## config.mk

```make
export PLATFORM = sky130hd
export DESIGN_NAME = bmp_8bit_pixel_decoder_flat
export DESIGN_NICKNAME = d
export VERILOG_FILES = /design/src/sv/bmp8_pkg.sv /design/src/sv/bmp8_byte_if.sv /design/src/sv/bmp8_pix_if.sv /design/src/sv/bmp8_front.sv /design/src/sv/bmp8_cmd_fifo.sv /design/src/sv/bmp8_back.sv /design/src/sv/bmp_8bit_pixel_decoder.sv /design/src/flat_wrapper.sv
export SDC_FILE = /design/constraint.sdc
export NUM_CORES = 1
export LEC_CHECK = 0
export CORE_MARGIN = 2
export CORE_UTILIZATION = 70
export CTS_BUF_LIST = sky130_fd_sc_hd__clkbuf_8
export CTS_CLUSTER_DIAMETER = 150
export DETAILED_ROUTE_END_ITERATION = 8
export DONT_BUFFER_PORTS = 1
export MAX_ROUTING_LAYER = met4
export PLACE_DENSITY_LB_ADDON = 0.08
export SYNTH_ARGS = -nofsm -noshare
export SYNTH_HDL_FRONTEND = slang
export SYNTH_SLANG_ARGS = --single-unit
```

## constraint.sdc

```tcl
create_clock -name i_clk -period 9.7 [get_ports i_clk]
set_clock_uncertainty 0.1 [all_clocks]
set_input_delay 1.94 -clock i_clk [delete_from_list [all_inputs] [get_ports i_clk]]
set_output_delay 1.94 -clock i_clk [all_outputs]
set_load 0.01 [all_outputs]
```

## src/sv/bmp8_pkg.sv

```systemverilog
// Shared types, constants and helpers of the 8-bit bitmap pixel decoder.
`timescale 1ns / 1ps

package bmp8_pkg;

    localparam int unsigned ByteW    = 8;
    localparam int unsigned DimW     = 12;
    localparam int unsigned IdxW     = 22;
    localparam int unsigned CfgIdxW  = 2;
    localparam int unsigned CfgDataW = 12;
    localparam int unsigned FifoDepth = 2;

    localparam int unsigned DEF_MAX_WIDTH  = 2048;
    localparam int unsigned DEF_MAX_HEIGHT = 2048;

    localparam logic [DimW-1:0] RST_WIDTH  = 12'd320;
    localparam logic [DimW-1:0] RST_HEIGHT = 12'd200;

    localparam logic [CfgIdxW-1:0] CFG_WIDTH  = 2'd0;
    localparam logic [CfgIdxW-1:0] CFG_HEIGHT = 2'd1;
    localparam logic [CfgIdxW-1:0] CFG_RLE    = 2'd2;

    localparam logic [ByteW-1:0] ESC_EOL   = 8'd0;
    localparam logic [ByteW-1:0] ESC_EOB   = 8'd1;
    localparam logic [ByteW-1:0] ESC_DELTA = 8'd2;

    typedef enum logic [1:0] {
        ST_WRITE      = 2'd0,
        ST_WRITE_DONE = 2'd1,
        ST_DONE       = 2'd2,
        ST_DROP       = 2'd3
    } t_status;

    typedef enum logic [2:0] {
        PH_CODE1 = 3'd0,
        PH_CODE2 = 3'd1,
        PH_DX    = 3'd2,
        PH_DY    = 3'd3,
        PH_LIT   = 3'd4
    } t_phase;

    typedef enum logic [1:0] {
        CK_RUN      = 2'd0,
        CK_RUN_LAST = 2'd1,
        CK_DONE     = 2'd2
    } t_cmd_kind;

    typedef struct packed {
        t_cmd_kind        kind;
        logic [DimW-1:0]  row;
        logic [DimW-1:0]  column;
        logic [ByteW-1:0] len;
        logic [ByteW-1:0] value;
    } t_cmd;

    typedef struct packed {
        logic [DimW-1:0] width;
        logic [DimW-1:0] height;
    } t_geom;

    function automatic logic [DimW-1:0] dim_clamp(input logic [DimW-1:0] v,
                                                  input int unsigned lim);
        dim_clamp = (32'(v) > lim) ? DimW'(lim) : v;
    endfunction

    function automatic logic [DimW-1:0] col_add(input logic [DimW-1:0] c,
                                                input logic [ByteW-1:0] n);
        logic [DimW:0] s;
        s = {1'b0, c} + {5'b0, n};
        col_add = s[DimW] ? {DimW{1'b1}} : s[DimW-1:0];
    endfunction

endpackage

```

## src/sv/bmp8_byte_if.sv

```systemverilog
// Input byte channel of the bitmap pixel decoder.
`timescale 1ns / 1ps

interface bmp8_byte_if;
    logic       valid;
    logic       ready;
    logic [7:0] data_byte;

    modport source (output valid, output data_byte, input ready);
    modport sink   (input valid, input data_byte, output ready);
endinterface

```

## src/sv/bmp8_pix_if.sv

```systemverilog
// Frame-buffer write command channel of the bitmap pixel decoder.
`timescale 1ns / 1ps

interface bmp8_pix_if;
    logic        valid;
    logic        ready;
    logic [21:0] write_index;
    logic [7:0]  run_length;
    logic [7:0]  pixel_value;
    logic [1:0]  status;

    modport source (output valid, output write_index, output run_length,
                    output pixel_value, output status, input ready);
    modport sink   (input valid, input write_index, input run_length,
                    input pixel_value, input status, output ready);
endinterface

```

## src/sv/bmp8_front.sv

```systemverilog
// Byte parser: configuration registers, position tracking and command generation.
`timescale 1ns / 1ps

module bmp8_front #(
    parameter int unsigned MAX_WIDTH  = bmp8_pkg::DEF_MAX_WIDTH,
    parameter int unsigned MAX_HEIGHT = bmp8_pkg::DEF_MAX_HEIGHT
) (
    input  logic                            i_clk,
    input  logic                            i_rst_n,
    input  logic                            i_cfg_wr_en,
    input  logic [bmp8_pkg::CfgIdxW-1:0]    i_cfg_index,
    input  logic [bmp8_pkg::CfgDataW-1:0]   i_cfg_wdata,
    bmp8_byte_if.sink                       i_byte,
    input  logic                            i_q_full,
    output logic                            o_q_push,
    output bmp8_pkg::t_cmd                  o_q_cmd,
    output bmp8_pkg::t_geom                 o_geom
);
    import bmp8_pkg::*;

    logic [DimW-1:0]  r_img_w, r_img_h;
    logic             r_rle;
    t_phase           r_phase, n_phase;
    logic [DimW-1:0]  r_col, n_col;
    logic [DimW-1:0]  r_row, n_row;
    logic [ByteW-1:0] r_held, n_held;
    logic [ByteW-1:0] r_lit, n_lit;
    logic [1:0]       r_pad, n_pad;
    logic             r_fin, n_fin;

    logic             accept, active;
    logic [ByteW-1:0] b;
    logic [DimW-1:0]  eff_w, eff_h, cfg_h, restart_row, reset_row;
    logic [DimW-1:0]  col_inc1, col_held, col_byte;
    logic             raw_wrap, cfg_hit;

    assign i_byte.ready = !i_q_full;
    assign accept  = i_byte.valid && i_byte.ready;
    assign active  = accept && !r_fin && (r_pad == 2'd0);
    assign b       = i_byte.data_byte;

    assign eff_w   = dim_clamp(r_img_w, MAX_WIDTH);
    assign eff_h   = dim_clamp(r_img_h, MAX_HEIGHT);
    assign o_geom  = '{width: eff_w, height: eff_h};

    assign cfg_hit = i_cfg_wr_en && (i_cfg_index == CFG_WIDTH || i_cfg_index == CFG_HEIGHT
                                     || i_cfg_index == CFG_RLE);
    assign cfg_h   = dim_clamp((i_cfg_index == CFG_HEIGHT) ? i_cfg_wdata : r_img_h, MAX_HEIGHT);
    assign restart_row = (cfg_h == '0) ? '0 : cfg_h - 1'b1;
    assign reset_row   = (dim_clamp(RST_HEIGHT, MAX_HEIGHT) == '0) ? '0
                         : dim_clamp(RST_HEIGHT, MAX_HEIGHT) - 1'b1;

    assign col_inc1 = col_add(r_col, 8'd1);
    assign col_held = col_add(r_col, r_held);
    assign col_byte = col_add(r_col, b);
    assign raw_wrap = (col_inc1 >= eff_w);

    always_comb begin
        n_phase = r_phase;
        n_col   = r_col;
        n_row   = r_row;
        n_held  = r_held;
        n_lit   = r_lit;
        n_pad   = r_pad;
        n_fin   = r_fin;
        if (accept && !r_fin) begin
            if (r_pad != 2'd0) begin
                n_pad = r_pad - 2'd1;
            end else if (!r_rle) begin
                if (raw_wrap) begin
                    n_col = '0;
                    if (r_row == '0) begin
                        n_fin = 1'b1;
                    end else begin
                        n_row = r_row - 1'b1;
                        n_pad = 2'(~eff_w[1:0] + 2'd1);
                    end
                end else begin
                    n_col = col_inc1;
                end
            end else begin
                unique case (r_phase)
                    PH_CODE1: begin
                        n_held  = b;
                        n_phase = PH_CODE2;
                    end
                    PH_CODE2: begin
                        n_phase = PH_CODE1;
                        if (r_held != '0) begin
                            n_col = col_held;
                        end else if (b == ESC_EOL) begin
                            n_col = '0;
                            if (r_row == '0) n_fin = 1'b1;
                            else n_row = r_row - 1'b1;
                        end else if (b == ESC_EOB) begin
                            n_fin = 1'b1;
                        end else if (b == ESC_DELTA) begin
                            n_phase = PH_DX;
                        end else begin
                            n_held  = b;
                            n_lit   = b;
                            n_phase = PH_LIT;
                        end
                    end
                    PH_DX: begin
                        n_col   = col_byte;
                        n_phase = PH_DY;
                    end
                    PH_DY: begin
                        n_phase = PH_CODE1;
                        if ({4'b0, b} > r_row) n_fin = 1'b1;
                        else n_row = r_row - {4'b0, b};
                    end
                    PH_LIT: begin
                        n_lit = r_lit - 8'd1;
                        n_col = col_inc1;
                        if (r_lit == 8'd1) begin
                            n_phase = PH_CODE1;
                            n_pad   = {1'b0, r_held[0]};
                        end
                    end
                    default: begin
                        n_phase = PH_CODE1;
                    end
                endcase
            end
        end
    end

    always_comb begin
        o_q_push = 1'b0;
        o_q_cmd  = '{kind: CK_RUN, row: r_row, column: r_col, len: 8'd1, value: b};
        if (active) begin
            if (!r_rle) begin
                o_q_push = 1'b1;
                if (raw_wrap && r_row == '0) o_q_cmd.kind = CK_RUN_LAST;
            end else begin
                unique case (r_phase)
                    PH_CODE2: begin
                        if (r_held != '0) begin
                            o_q_push    = 1'b1;
                            o_q_cmd.len = r_held;
                        end else if ((b == ESC_EOL && r_row == '0) || b == ESC_EOB) begin
                            o_q_push     = 1'b1;
                            o_q_cmd.kind = CK_DONE;
                        end
                    end
                    PH_DY: begin
                        if ({4'b0, b} > r_row) begin
                            o_q_push     = 1'b1;
                            o_q_cmd.kind = CK_DONE;
                        end
                    end
                    PH_LIT: begin
                        o_q_push = 1'b1;
                    end
                    default: begin
                        o_q_push = 1'b0;
                    end
                endcase
            end
        end
    end

    always_ff @(posedge i_clk) begin
        if (!i_rst_n) begin
            r_img_w <= RST_WIDTH;
            r_img_h <= RST_HEIGHT;
            r_rle   <= 1'b0;
            r_phase <= PH_CODE1;
            r_col   <= '0;
            r_row   <= reset_row;
            r_held  <= '0;
            r_lit   <= '0;
            r_pad   <= '0;
            r_fin   <= 1'b0;
        end else if (cfg_hit) begin
            if (i_cfg_index == CFG_WIDTH)  r_img_w <= i_cfg_wdata;
            if (i_cfg_index == CFG_HEIGHT) r_img_h <= i_cfg_wdata;
            if (i_cfg_index == CFG_RLE)    r_rle   <= i_cfg_wdata[0];
            r_phase <= PH_CODE1;
            r_col   <= '0;
            r_row   <= restart_row;
            r_held  <= '0;
            r_lit   <= '0;
            r_pad   <= '0;
            r_fin   <= 1'b0;
        end else begin
            r_phase <= n_phase;
            r_col   <= n_col;
            r_row   <= n_row;
            r_held  <= n_held;
            r_lit   <= n_lit;
            r_pad   <= n_pad;
            r_fin   <= n_fin;
        end
    end

endmodule

```

## src/sv/bmp8_cmd_fifo.sv

```systemverilog
// Short command queue between parser and write stage.
`timescale 1ns / 1ps

module bmp8_cmd_fifo #(
    parameter int unsigned DEPTH = bmp8_pkg::FifoDepth
) (
    input  logic           i_clk,
    input  logic           i_rst_n,
    input  logic           i_push,
    input  bmp8_pkg::t_cmd i_cmd,
    input  logic           i_pop,
    output bmp8_pkg::t_cmd o_cmd,
    output logic           o_full,
    output logic           o_empty
);
    import bmp8_pkg::*;

    localparam int unsigned PtrW = (DEPTH > 1) ? $clog2(DEPTH) : 1;
    localparam int unsigned CntW = $clog2(DEPTH + 1);

    t_cmd            r_mem [DEPTH];
    logic [PtrW-1:0] r_wptr, r_rptr;
    logic [CntW-1:0] r_count;
    logic            do_push, do_pop;

    assign o_full  = (r_count == CntW'(DEPTH));
    assign o_empty = (r_count == '0);
    assign do_push = i_push && !o_full;
    assign do_pop  = i_pop && !o_empty;
    assign o_cmd   = r_mem[r_rptr];

    always_ff @(posedge i_clk) begin
        if (do_push) r_mem[r_wptr] <= i_cmd;
    end

    always_ff @(posedge i_clk) begin
        if (!i_rst_n) begin
            r_wptr  <= '0;
            r_rptr  <= '0;
            r_count <= '0;
        end else begin
            if (do_push) r_wptr <= (r_wptr == PtrW'(DEPTH - 1)) ? '0 : r_wptr + 1'b1;
            if (do_pop)  r_rptr <= (r_rptr == PtrW'(DEPTH - 1)) ? '0 : r_rptr + 1'b1;
            if (do_push && !do_pop)      r_count <= r_count + 1'b1;
            else if (do_pop && !do_push) r_count <= r_count - 1'b1;
        end
    end

endmodule

```

## src/sv/bmp8_back.sv

```systemverilog
// Write stage: bounds check, linear index and registered result output.
`timescale 1ns / 1ps

module bmp8_back (
    input  logic            i_clk,
    input  logic            i_rst_n,
    input  bmp8_pkg::t_geom i_geom,
    input  bmp8_pkg::t_cmd  i_cmd,
    input  logic            i_q_empty,
    output logic            o_q_pop,
    bmp8_pix_if.source      o_pix
);
    import bmp8_pkg::*;

    logic              r_valid;
    logic [IdxW-1:0]   r_idx, n_idx;
    logic [ByteW-1:0]  r_len, n_len;
    logic [ByteW-1:0]  r_val, n_val;
    t_status           r_status, n_status;

    logic              row_ok, span_ok, ok;
    logic [DimW:0]     span;
    logic [2*DimW-1:0] prod;

    assign o_q_pop = !i_q_empty && (!r_valid || o_pix.ready);

    assign row_ok  = (i_cmd.row < i_geom.height);
    assign span    = {1'b0, i_cmd.column} + {5'b0, i_cmd.len};
    assign span_ok = (span <= {1'b0, i_geom.width});
    assign ok      = row_ok && span_ok;
    assign prod    = i_cmd.row * i_geom.width;

    always_comb begin
        unique case (i_cmd.kind)
            CK_RUN:      n_status = ok ? ST_WRITE : ST_DROP;
            CK_RUN_LAST: n_status = ok ? ST_WRITE_DONE : ST_DONE;
            default:     n_status = ST_DONE;
        endcase
        if (n_status == ST_DONE || n_status == ST_DROP) begin
            n_idx = '0;
            n_len = '0;
            n_val = '0;
        end else begin
            n_idx = IdxW'(prod + {{DimW{1'b0}}, i_cmd.column});
            n_len = i_cmd.len;
            n_val = i_cmd.value;
        end
    end

    always_ff @(posedge i_clk) begin
        if (!i_rst_n) begin
            r_valid <= 1'b0;
        end else if (o_q_pop) begin
            r_valid <= 1'b1;
        end else if (o_pix.ready) begin
            r_valid <= 1'b0;
        end
    end

    always_ff @(posedge i_clk) begin
        if (o_q_pop) begin
            r_idx    <= n_idx;
            r_len    <= n_len;
            r_val    <= n_val;
            r_status <= n_status;
        end
    end

    assign o_pix.valid       = r_valid;
    assign o_pix.write_index = r_idx;
    assign o_pix.run_length  = r_len;
    assign o_pix.pixel_value = r_val;
    assign o_pix.status      = r_status;

endmodule

```

## src/sv/bmp_8bit_pixel_decoder.sv

```systemverilog
// Top level of the 8-bit bitmap pixel decoder (raw rows or RLE8 stream).
//
//  channel   dir  handshake          payload
//  i_byte    in   valid/ready        data_byte[7:0]
//  o_pix     out  valid/ready        write_index[21:0] run_length[7:0]
//                                    pixel_value[7:0] status[1:0]
//  i_cfg_*   in   write enable only  index[1:0] wdata[11:0]
//
//  One byte is taken every cycle while the queue is not full; a byte that yields a write
//  enters the queue at its transfer and, once the output register is free, shows on o_pix.
//  The row * width multiply in the write stage sets the cycle time.
//  Reset is synchronous; a write to the width, height or RLE register restarts the parser.
//  i_byte stalls only when the queue is full; a stalled o_pix keeps its result.
`timescale 1ns / 1ps

module bmp_8bit_pixel_decoder #(
    parameter int unsigned MAX_WIDTH  = bmp8_pkg::DEF_MAX_WIDTH,
    parameter int unsigned MAX_HEIGHT = bmp8_pkg::DEF_MAX_HEIGHT
) (
    input  logic                          i_clk,
    input  logic                          i_rst_n,
    input  logic                          i_cfg_wr_en,
    input  logic [bmp8_pkg::CfgIdxW-1:0]  i_cfg_index,
    input  logic [bmp8_pkg::CfgDataW-1:0] i_cfg_wdata,
    bmp8_byte_if.sink                     i_byte,
    bmp8_pix_if.source                    o_pix
);
    import bmp8_pkg::*;

    logic  q_push, q_pop, q_full, q_empty;
    t_cmd  q_in, q_out;
    t_geom geom;

    bmp8_front #(
        .MAX_WIDTH  (MAX_WIDTH),
        .MAX_HEIGHT (MAX_HEIGHT)
    ) u_front (
        .i_clk       (i_clk),
        .i_rst_n     (i_rst_n),
        .i_cfg_wr_en (i_cfg_wr_en),
        .i_cfg_index (i_cfg_index),
        .i_cfg_wdata (i_cfg_wdata),
        .i_byte      (i_byte),
        .i_q_full    (q_full),
        .o_q_push    (q_push),
        .o_q_cmd     (q_in),
        .o_geom      (geom)
    );

    bmp8_cmd_fifo #(
        .DEPTH (FifoDepth)
    ) u_fifo (
        .i_clk   (i_clk),
        .i_rst_n (i_rst_n),
        .i_push  (q_push),
        .i_cmd   (q_in),
        .i_pop   (q_pop),
        .o_cmd   (q_out),
        .o_full  (q_full),
        .o_empty (q_empty)
    );

    bmp8_back u_back (
        .i_clk     (i_clk),
        .i_rst_n   (i_rst_n),
        .i_geom    (geom),
        .i_cmd     (q_out),
        .i_q_empty (q_empty),
        .o_q_pop   (q_pop),
        .o_pix     (o_pix)
    );

endmodule

```

## src/flat_wrapper.sv

```systemverilog
// flat-port wrapper written by rule: the top's interface ports become plain ports
module bmp_8bit_pixel_decoder_flat import bmp8_pkg::*;
#(
    parameter int unsigned MAX_WIDTH  = bmp8_pkg::DEF_MAX_WIDTH,
    parameter int unsigned MAX_HEIGHT = bmp8_pkg::DEF_MAX_HEIGHT
)
  (i_clk, i_rst_n, i_cfg_wr_en, i_cfg_index, i_cfg_wdata, i_byte_valid, i_byte_data_byte, i_byte_ready, o_pix_valid, o_pix_write_index, o_pix_run_length, o_pix_pixel_value, o_pix_status, o_pix_ready);
  bmp8_byte_if i_byte_i ();
  bmp8_pix_if o_pix_i ();
  input  logic i_clk;
  input  logic i_rst_n;
  input  logic i_cfg_wr_en;
  input  logic [bmp8_pkg::CfgIdxW-1:0] i_cfg_index;
  input  logic [bmp8_pkg::CfgDataW-1:0] i_cfg_wdata;
  input wire logic [$bits(i_byte_i.valid)-1:0] i_byte_valid;
  input wire logic [$bits(i_byte_i.data_byte)-1:0] i_byte_data_byte;
  output wire logic [$bits(i_byte_i.ready)-1:0] i_byte_ready;
  output wire logic [$bits(o_pix_i.valid)-1:0] o_pix_valid;
  output wire logic [$bits(o_pix_i.write_index)-1:0] o_pix_write_index;
  output wire logic [$bits(o_pix_i.run_length)-1:0] o_pix_run_length;
  output wire logic [$bits(o_pix_i.pixel_value)-1:0] o_pix_pixel_value;
  output wire logic [$bits(o_pix_i.status)-1:0] o_pix_status;
  input wire logic [$bits(o_pix_i.ready)-1:0] o_pix_ready;
  assign i_byte_i.valid = i_byte_valid;
  assign i_byte_i.data_byte = i_byte_data_byte;
  assign i_byte_ready = i_byte_i.ready;
  assign o_pix_valid = o_pix_i.valid;
  assign o_pix_write_index = o_pix_i.write_index;
  assign o_pix_run_length = o_pix_i.run_length;
  assign o_pix_pixel_value = o_pix_i.pixel_value;
  assign o_pix_status = o_pix_i.status;
  assign o_pix_i.ready = o_pix_ready;
  bmp_8bit_pixel_decoder #(.MAX_WIDTH(MAX_WIDTH), .MAX_HEIGHT(MAX_HEIGHT)) u_core (.i_clk(i_clk), .i_rst_n(i_rst_n), .i_cfg_wr_en(i_cfg_wr_en), .i_cfg_index(i_cfg_index), .i_cfg_wdata(i_cfg_wdata), .i_byte(i_byte_i), .o_pix(o_pix_i));
endmodule
```

==> results.txt, run 1 <==
Setup CP Type = reg -> reg
Routed wire length = 44910 um
Max_cap viols = 0
Leakage = 0.007660 uW
Final hold vios = 0
Worst-skew pair later-pin latency = 550 ps
Hold_buf cts = 0
Synth Area per Inst = 9.146 um^2
FMAX = 139.8 MHz
Slew margin rel. = 20.15%
P&R area growth vs syn = 6.086%
CTS Buffer Depth = 3
CTS-repair resized insts = 0
Reg-to-reg slack, setup = 2550 ps
Die H = 159.1 um
Final instance area = 0.01786 mm^2
Cell area after synthesis = 0.01684 mm^2
Sequential area share after synthesis = 31.27%
Synth Flop Type = edfxtp_1
Die Area = 0.02531 mm^2
Placed Area = 0.01708 mm^2
Worst hold path class = reg -> reg
Clock sinks = 201
Pre-CTS WS = 2712 ps
PD cells = 259.4 mW/mm^2
CTS H-Tree Depth = 2
Slew @ Worst Pin = 1195 ps
Syn_nets = 2116
First-pass DRT Iterations = 6
Setup TNS = 0 ps
CP arrival = 7420 ps
Largest net degree at the start of global routing = 43
CTS root buffer = clkbuf_8
Gpl congestion = 1.001
Initial DRC Count = 1513
Asr flop ratio synth = 0%
NumNets Final = 2104
Antenna violations before repair = 0
CP endpoint kind = register
Synth top area share = 22.11%
Ratio of cells with drive above 1 in the final layout = 5.657%
I/O pin count = 69
Vias per cell = 6.374
Slew Limit Fails = 0
Min cycle time layout = 7153 ps
Largest cells by area after synthesis = edfxtp_1 (22%), fa_1 (14%), ha_1 (10%)
Inserted Clock Buffers = 36
IO Port Bufs = 0
CTS tree = yes
Number of global-route vias before repair = 13560
Mean routed wirelength per cell = 20.65 um
Biggest area consumer among synthesized cells = edfxtp_1
Max FO, Critical Path = 35
Starting Density = 71.52%
Top-count cell post-synth = nor2_1
Total global routing overflow = 0
EDFF count, synth = 124
Routed Antenna Nets = 0
GRT Resource Usage Total = 36.63%
Core Area = 0.02354 mm^2
Core Rows = 56
Yosys reg bits = 201
Clk slew on worst S/H paths = 60 ps
DRC = 0
Synth cell count leaders = nor2_1 (214), inv_1 (208), nand2_1 (177)
DR vias = 13860
RSZ-0062 raised after global routing = false
Period utilisation layout = 73.75%
# Post-CTS Setup Buffers = 0
Status = finished clean
Peak supply drop = 0.0002456 V
ANT cells = 0
CP Data Required Time = 9960 ps
Post-synth cell types = 88
Synth warnings = 0
HPWL after detailed placement = 33060 um
Endpoints failing setup = 0
Syn Inst Count = 1841
First-pass GRT wire length = 71520 um
CP startpoint kind = register
Final Worst Setup Slack = 2547 ps
Die Wd = 159.1 um
area by class of cell:
| type | count | area, um^2 |
|---|---|---|
| clock buffer | 41 | 564.3 |
| clock inverter | 24 | 216.5 |
| fill | 1745 | 5679 |
| inverter | 215 | 807.0 |
| multi-input combinational | 1362 | 10510 |
| sequential | 201 | 5266 |
| tap | 319 | 399.1 |
| timing repair buffer | 13 | 97.59 |
placed cells by master, fill, tap and decap left out, drive strengths merged, types with 10 or more instances in the layout:
cell type  count
nand2b        18
o21a          14
o22ai         11
and3          21
a21oi         83
dfxtp         77
fa           114
clkbuf        41
nor2b         22
inv          221
a211oi        18
nand3         55
o211ai        16
a21o          22
edfxtp       124
clkinv        14
nor2         214
nand2        177
o21ai         78
nor3b         10
and2          18
buf           13
nor4          17
a31oi         18
ha           134
mux2i         48
mux2          14
nor3          37
xor2          27
xnor2         32
or3           10
o31ai         11
cells by family (layout without fill, tap and decap cells):
family	Yosys count	after routing	synth area share [%]
muxes	62	62	3.790
AOI/OAI and AO/OA	351	351	13.81
buffers and inverters	278	293	6.450
DFF	201	201	31.27
xor gates and xnor gates	59	59	3.069
adders and majority gates	248	248	23.51
and+or+nand+nor	642	642	18.11
per-stage QoR:
stage	power, uW	cells	util (%)	hold WS (ps)
after global routing	4991	2175	75.88	398.6
after CTS	4609	2175	75.88	365.9
after detailed placement	3733	2110	72.56	357.8
after floorplan	3113	1841	-	323.7
after global placement	3646	2110	72.56	361.3
final	4633	2175	75.88	368.7
report_power, final:
group | switching, uW | total (uW) | internal (uW)
combinational | 1530 | 2500 | 969
sequential | 138 | 1270 | 1130
clock | 371 | 870 | 498
total | 2040 | 4630 | 2600
critical path, cell delays in order, from the launching register on:
cell and delay (ps):
dfxtp_2 510, buf_4 570, mux2i_1 840, nor2_1 180, fa_1 530, fa_1 480, fa_1 500, fa_1 550
inv_1 60, fa_1 530, inv_1 40, ha_1 330, a21o_1 190, a21o_1 170, a21oi_1 450, a2bb2oi_1 300
nand3_1 180, a211o_1 330, a21oi_1 120
sequential cells by signal, indices dropped and copies added (netlist names), 8 cells and up, named ones only:
name,cells
u_core.u_back.o_pix.pixel_value,8
u_core.u_back.o_pix.run_length,8
u_core.u_back.o_pix.write_index,22
u_core.u_fifo.r_mem,84
u_core.u_front.r_col,12
u_core.u_front.r_held,8
u_core.u_front.r_img_h,12
u_core.u_front.r_img_w,12
u_core.u_front.r_lit,8
u_core.u_front.r_row,12
metal layers:
layer	vias up	wire length, um	global-route usage (%)
met5	-	0	-
met4	0	2150	16.74
met2	725	20750	56.78
met1	6578	17910	47.42
met3	161	4102	6.486
li1	6400	-	-
path summary, 6_finish.rpt:
| check | start | endpoint | cells after the start |
|---|---|---|---|
| max | register | u_core.u_back.o_pix.write_index[21] | 18 |
| min | u_core.u_front.r_img_w[10] | u_core.u_front.r_img_w[10] | 2 |
| max reg2reg | register | u_core.u_back.o_pix.write_index[21] | 18 |
| min reg2reg | u_core.u_front.r_img_w[10] | u_core.u_front.r_img_w[10] | 2 |
No activity file was read; power rests on OpenSTA's default activity.
==> run 2: changes to the inputs <==
--- a/config.mk
+++ b/config.mk
@@ -5,8 +5,9 @@
 export SDC_FILE = /design/constraint.sdc
 export NUM_CORES = 1
 export LEC_CHECK = 0
+export ABC_AREA = 1
 export CORE_MARGIN = 2
-export CORE_UTILIZATION = 70
+export CORE_UTILIZATION = 61
 export CTS_BUF_LIST = sky130_fd_sc_hd__clkbuf_8
 export CTS_CLUSTER_DIAMETER = 150
 export DETAILED_ROUTE_END_ITERATION = 8
==> constraint.sdc (replaced) <==
create_clock -name i_clk -period 6.4 [get_ports i_clk]
set_clock_uncertainty 0.1 [all_clocks]
set_input_delay 1.28 -clock i_clk [delete_from_list [all_inputs] [get_ports i_clk]]
set_output_delay 1.28 -clock i_clk [all_outputs]
set_load 0.01 [all_outputs]
==> run 2 against run 1 <==
  * Sequential power rose by 54%
  * Via count rose by 3.2%
  * Hold slack got worse by 15 ps
  * Non-clock buffer count rose by 23
  * Combinational power rose by 140%
  * Sequential share of layout area fell by 0.86 points
  * Critical path depth rose by 10
  * Register-to-register slack got worse by 2200 ps
  * Final cell count rose by 18%
  * First-iteration DRC count fell by 28%
  * Global-route usage fell by 4.4 points
  * Core utilization fell by 9.5 points
==> results.txt, run 2 <==
Slowest CP cell = fa_1
Die Wd = 171.3 um
Fillers = 2387
P&R area growth vs syn = 7.743%
CP endpoint kind = register
GRT Resource Usage Total = 32.27%
Post-synth cell types = 58
Post-Place Cells = 2496
Total global routing overflow = 0
Worst hold path class = reg -> reg
Hold_buf cts = 0
Layout Cells excl Fill = 2563
Clock sinks = 201
ANT cells = 0
CP Data Required Time = 6590 ps
Setup CP Type = reg -> reg
Final hold vios = 0
Worst-skew pair later-pin latency = 550 ps
Min cycle time layout = 6004 ps
First-pass DRT Iterations = 6
Ratio of cells with drive above 1 in the final layout = 7.918%
Max incr delay on CP = 520 ps
Number of global-route vias before repair = 13780
EDFF count, synth = 124
Biggest area consumer among synthesized cells = edfxtp_1
Slew margin rel. = 28.64%
DR vias = 14310
Max FO, Critical Path = 10
DRC = 0
Hold Path Depth = 1
Endpoints failing setup = 0
CTS Buffer Depth = 3
Core Area = 0.02771 mm^2
Syn Inst Count = 2125
Commonest non-fill, non-tap cells in the layout = inv_1 (407), nand2_1 (362), nor2_1 (239)
Routed wire length = 44980 um
CP startpoint kind = register
RSZ-0062 raised after global routing = false
Synth top area share = 21.80%
Setup TNS = 0 ps
Starting Density = 61.65%
Status = finished clean
Multi-input logic area = 0.01006 mm^2
Mean routed wirelength per cell = 17.55 um
Synth cell count leaders = inv_1 (396), nand2_1 (363), nor2_1 (242)
CTS H-Tree Depth = 2
Slew Limit Fails = 0
Slew @ Worst Pin = 1068 ps
Worst r2r path cells = 28
Synth Flop Type = edfxtp_1
First-pass GRT wire length = 71400 um
Reg-to-reg slack, setup = 400 ps
HPWL after detailed placement = 35350 um
IO Port Bufs = 0
CTS tree = yes
Syn_nets = 2400
Die H = 171.3 um
Reg area = 0.005266 mm^2
Synth Area per Inst = 8.038 um^2
Peak supply drop = 0.0003952 V
Gpl congestion = 0.9394
Routed Antenna Nets = 0
Cell area after synthesis = 0.01708 mm^2
Largest net degree at the start of global routing = 47
Sequential area share after synthesis = 30.83%
Period utilisation layout = 93.81%
Synth warnings = 0
Finished Core Util = 66.42%
Largest cells by area after synthesis = edfxtp_1 (22%), fa_1 (13%), ha_1 (9.8%)
Leakage = 0.008667 uW
Die Area = 0.02935 mm^2
Yosys reg bits = 201
Most common cell after layout, fill and taps aside = inv_1
FMAX = 166.6 MHz
Total power = 9203 uW
Asr flop ratio synth = 0%
Top-count cell post-synth = inv_1
Clk slew on worst S/H paths = 60 ps
NumNets Final = 2432
Initial DRC Count = 1090
CP arrival = 6190 ps
Largest reg by FF count = u_core.u_fifo.r_mem
Max reg flops = 84
Antenna violations before repair = 1
Max_cap viols = 0
I/O pin count = 69
Vias per cell = 5.584
PD cells = 500.1 mW/mm^2
Inserted Clock Buffers = 37
Core Rows = 61
CTS root buffer = clkbuf_8
[run 2: cell types whose count changed after synthesis, moves of 22 or more]
cell,delta
mux2i_1,-38
nand2_1,+186
a21oi_1,+55
inv_1,+188
nor2_1,+28
o21ai_0,+53
clkbuf_1,-25
nor2b_1,-22
[run 2: final cells by class]
type	instances	share of cell area, %
repair buffers	36	1.537
inverters	417	8.526
flip-flops and latches	201	28.62
multi-input cells	1464	54.64
well taps	378	2.570
clock inverters	25	0.9655
clock buffers	42	3.141
[run 2: final timing paths]
kind                                                 from                                  end
worst min register to register       u_core.u_fifo.r_rptr                             register
worst min-delay path                 u_core.u_fifo.r_rptr                             register
worst max register to register  u_core.u_front.r_img_w[7]  u_core.u_back.o_pix.write_index[19]
worst max-delay path            u_core.u_front.r_img_w[7]  u_core.u_back.o_pix.write_index[19]
[run 2: metrics by stage]
stage	setup WS, ps	hold WS [ps]	cell area [um^2]
after floorplan	520.2	320.2	17080
after global placement	393.4	327.7	17640
after detailed placement	257.4	338.5	17640
after CTS	267.0	348.2	18390
after global routing	14.00	390.2	18400
final	396.2	353.7	18400
[run 2: cell families (layout without fill, tap and decap cells)]
group                      after synthesis  in the layout  share of synthesized area (%)
and+or+nand+nor                        784            784                          19.83
buffers and inverters                  460            520                          10.53
AOI/OAI and AO/OA                      355            355                          11.55
adders and majority gates              248            248                          23.18
DFF                                    201            201                          30.83
xor gates and xnor gates                63             63                          3.231
muxes                                   14             14                         0.8644
[run 2: power breakdown]
part / total (uW) / switching (uW) / internal (uW) / leakage [uW]
Combinational: 6000 / 3810 / 2190 / 0.00644
Clock: 1250 / 559 / 689 / 0.000422
Sequential: 1960 / 225 / 1730 / 0.00181
Total: 9200 / 4590 / 4610 / 0.00867
[run 2: what timing repair did]
| item | in CTS | in global routing |
|---|---|---|
| resized for setup | 0 | 6 |
| buffers inserted | 0 | 0 |
| endpoints found under the setup margin | 0 | 5 |
[run 2: critical path, delay by kind of cell, from the launching register on]
kind,cells,cell delay [ps]
AOI/OAI and AO/OA,5,1070
DFF,1,330
and+or+nand+nor,11,850
adders and majority gates,6,2850
buffers and inverters,6,530
[run 2: routing by layer]
| metal | GRT usage (%) | share of wire [%] |
|---|---|---|
| met1 | 42.01 | 43 |
| met2 | 52.10 | 47 |
| met3 | 4.165 | 6.3 |
| met4 | 11.57 | 3.7 |
| met5 | - | 0 |
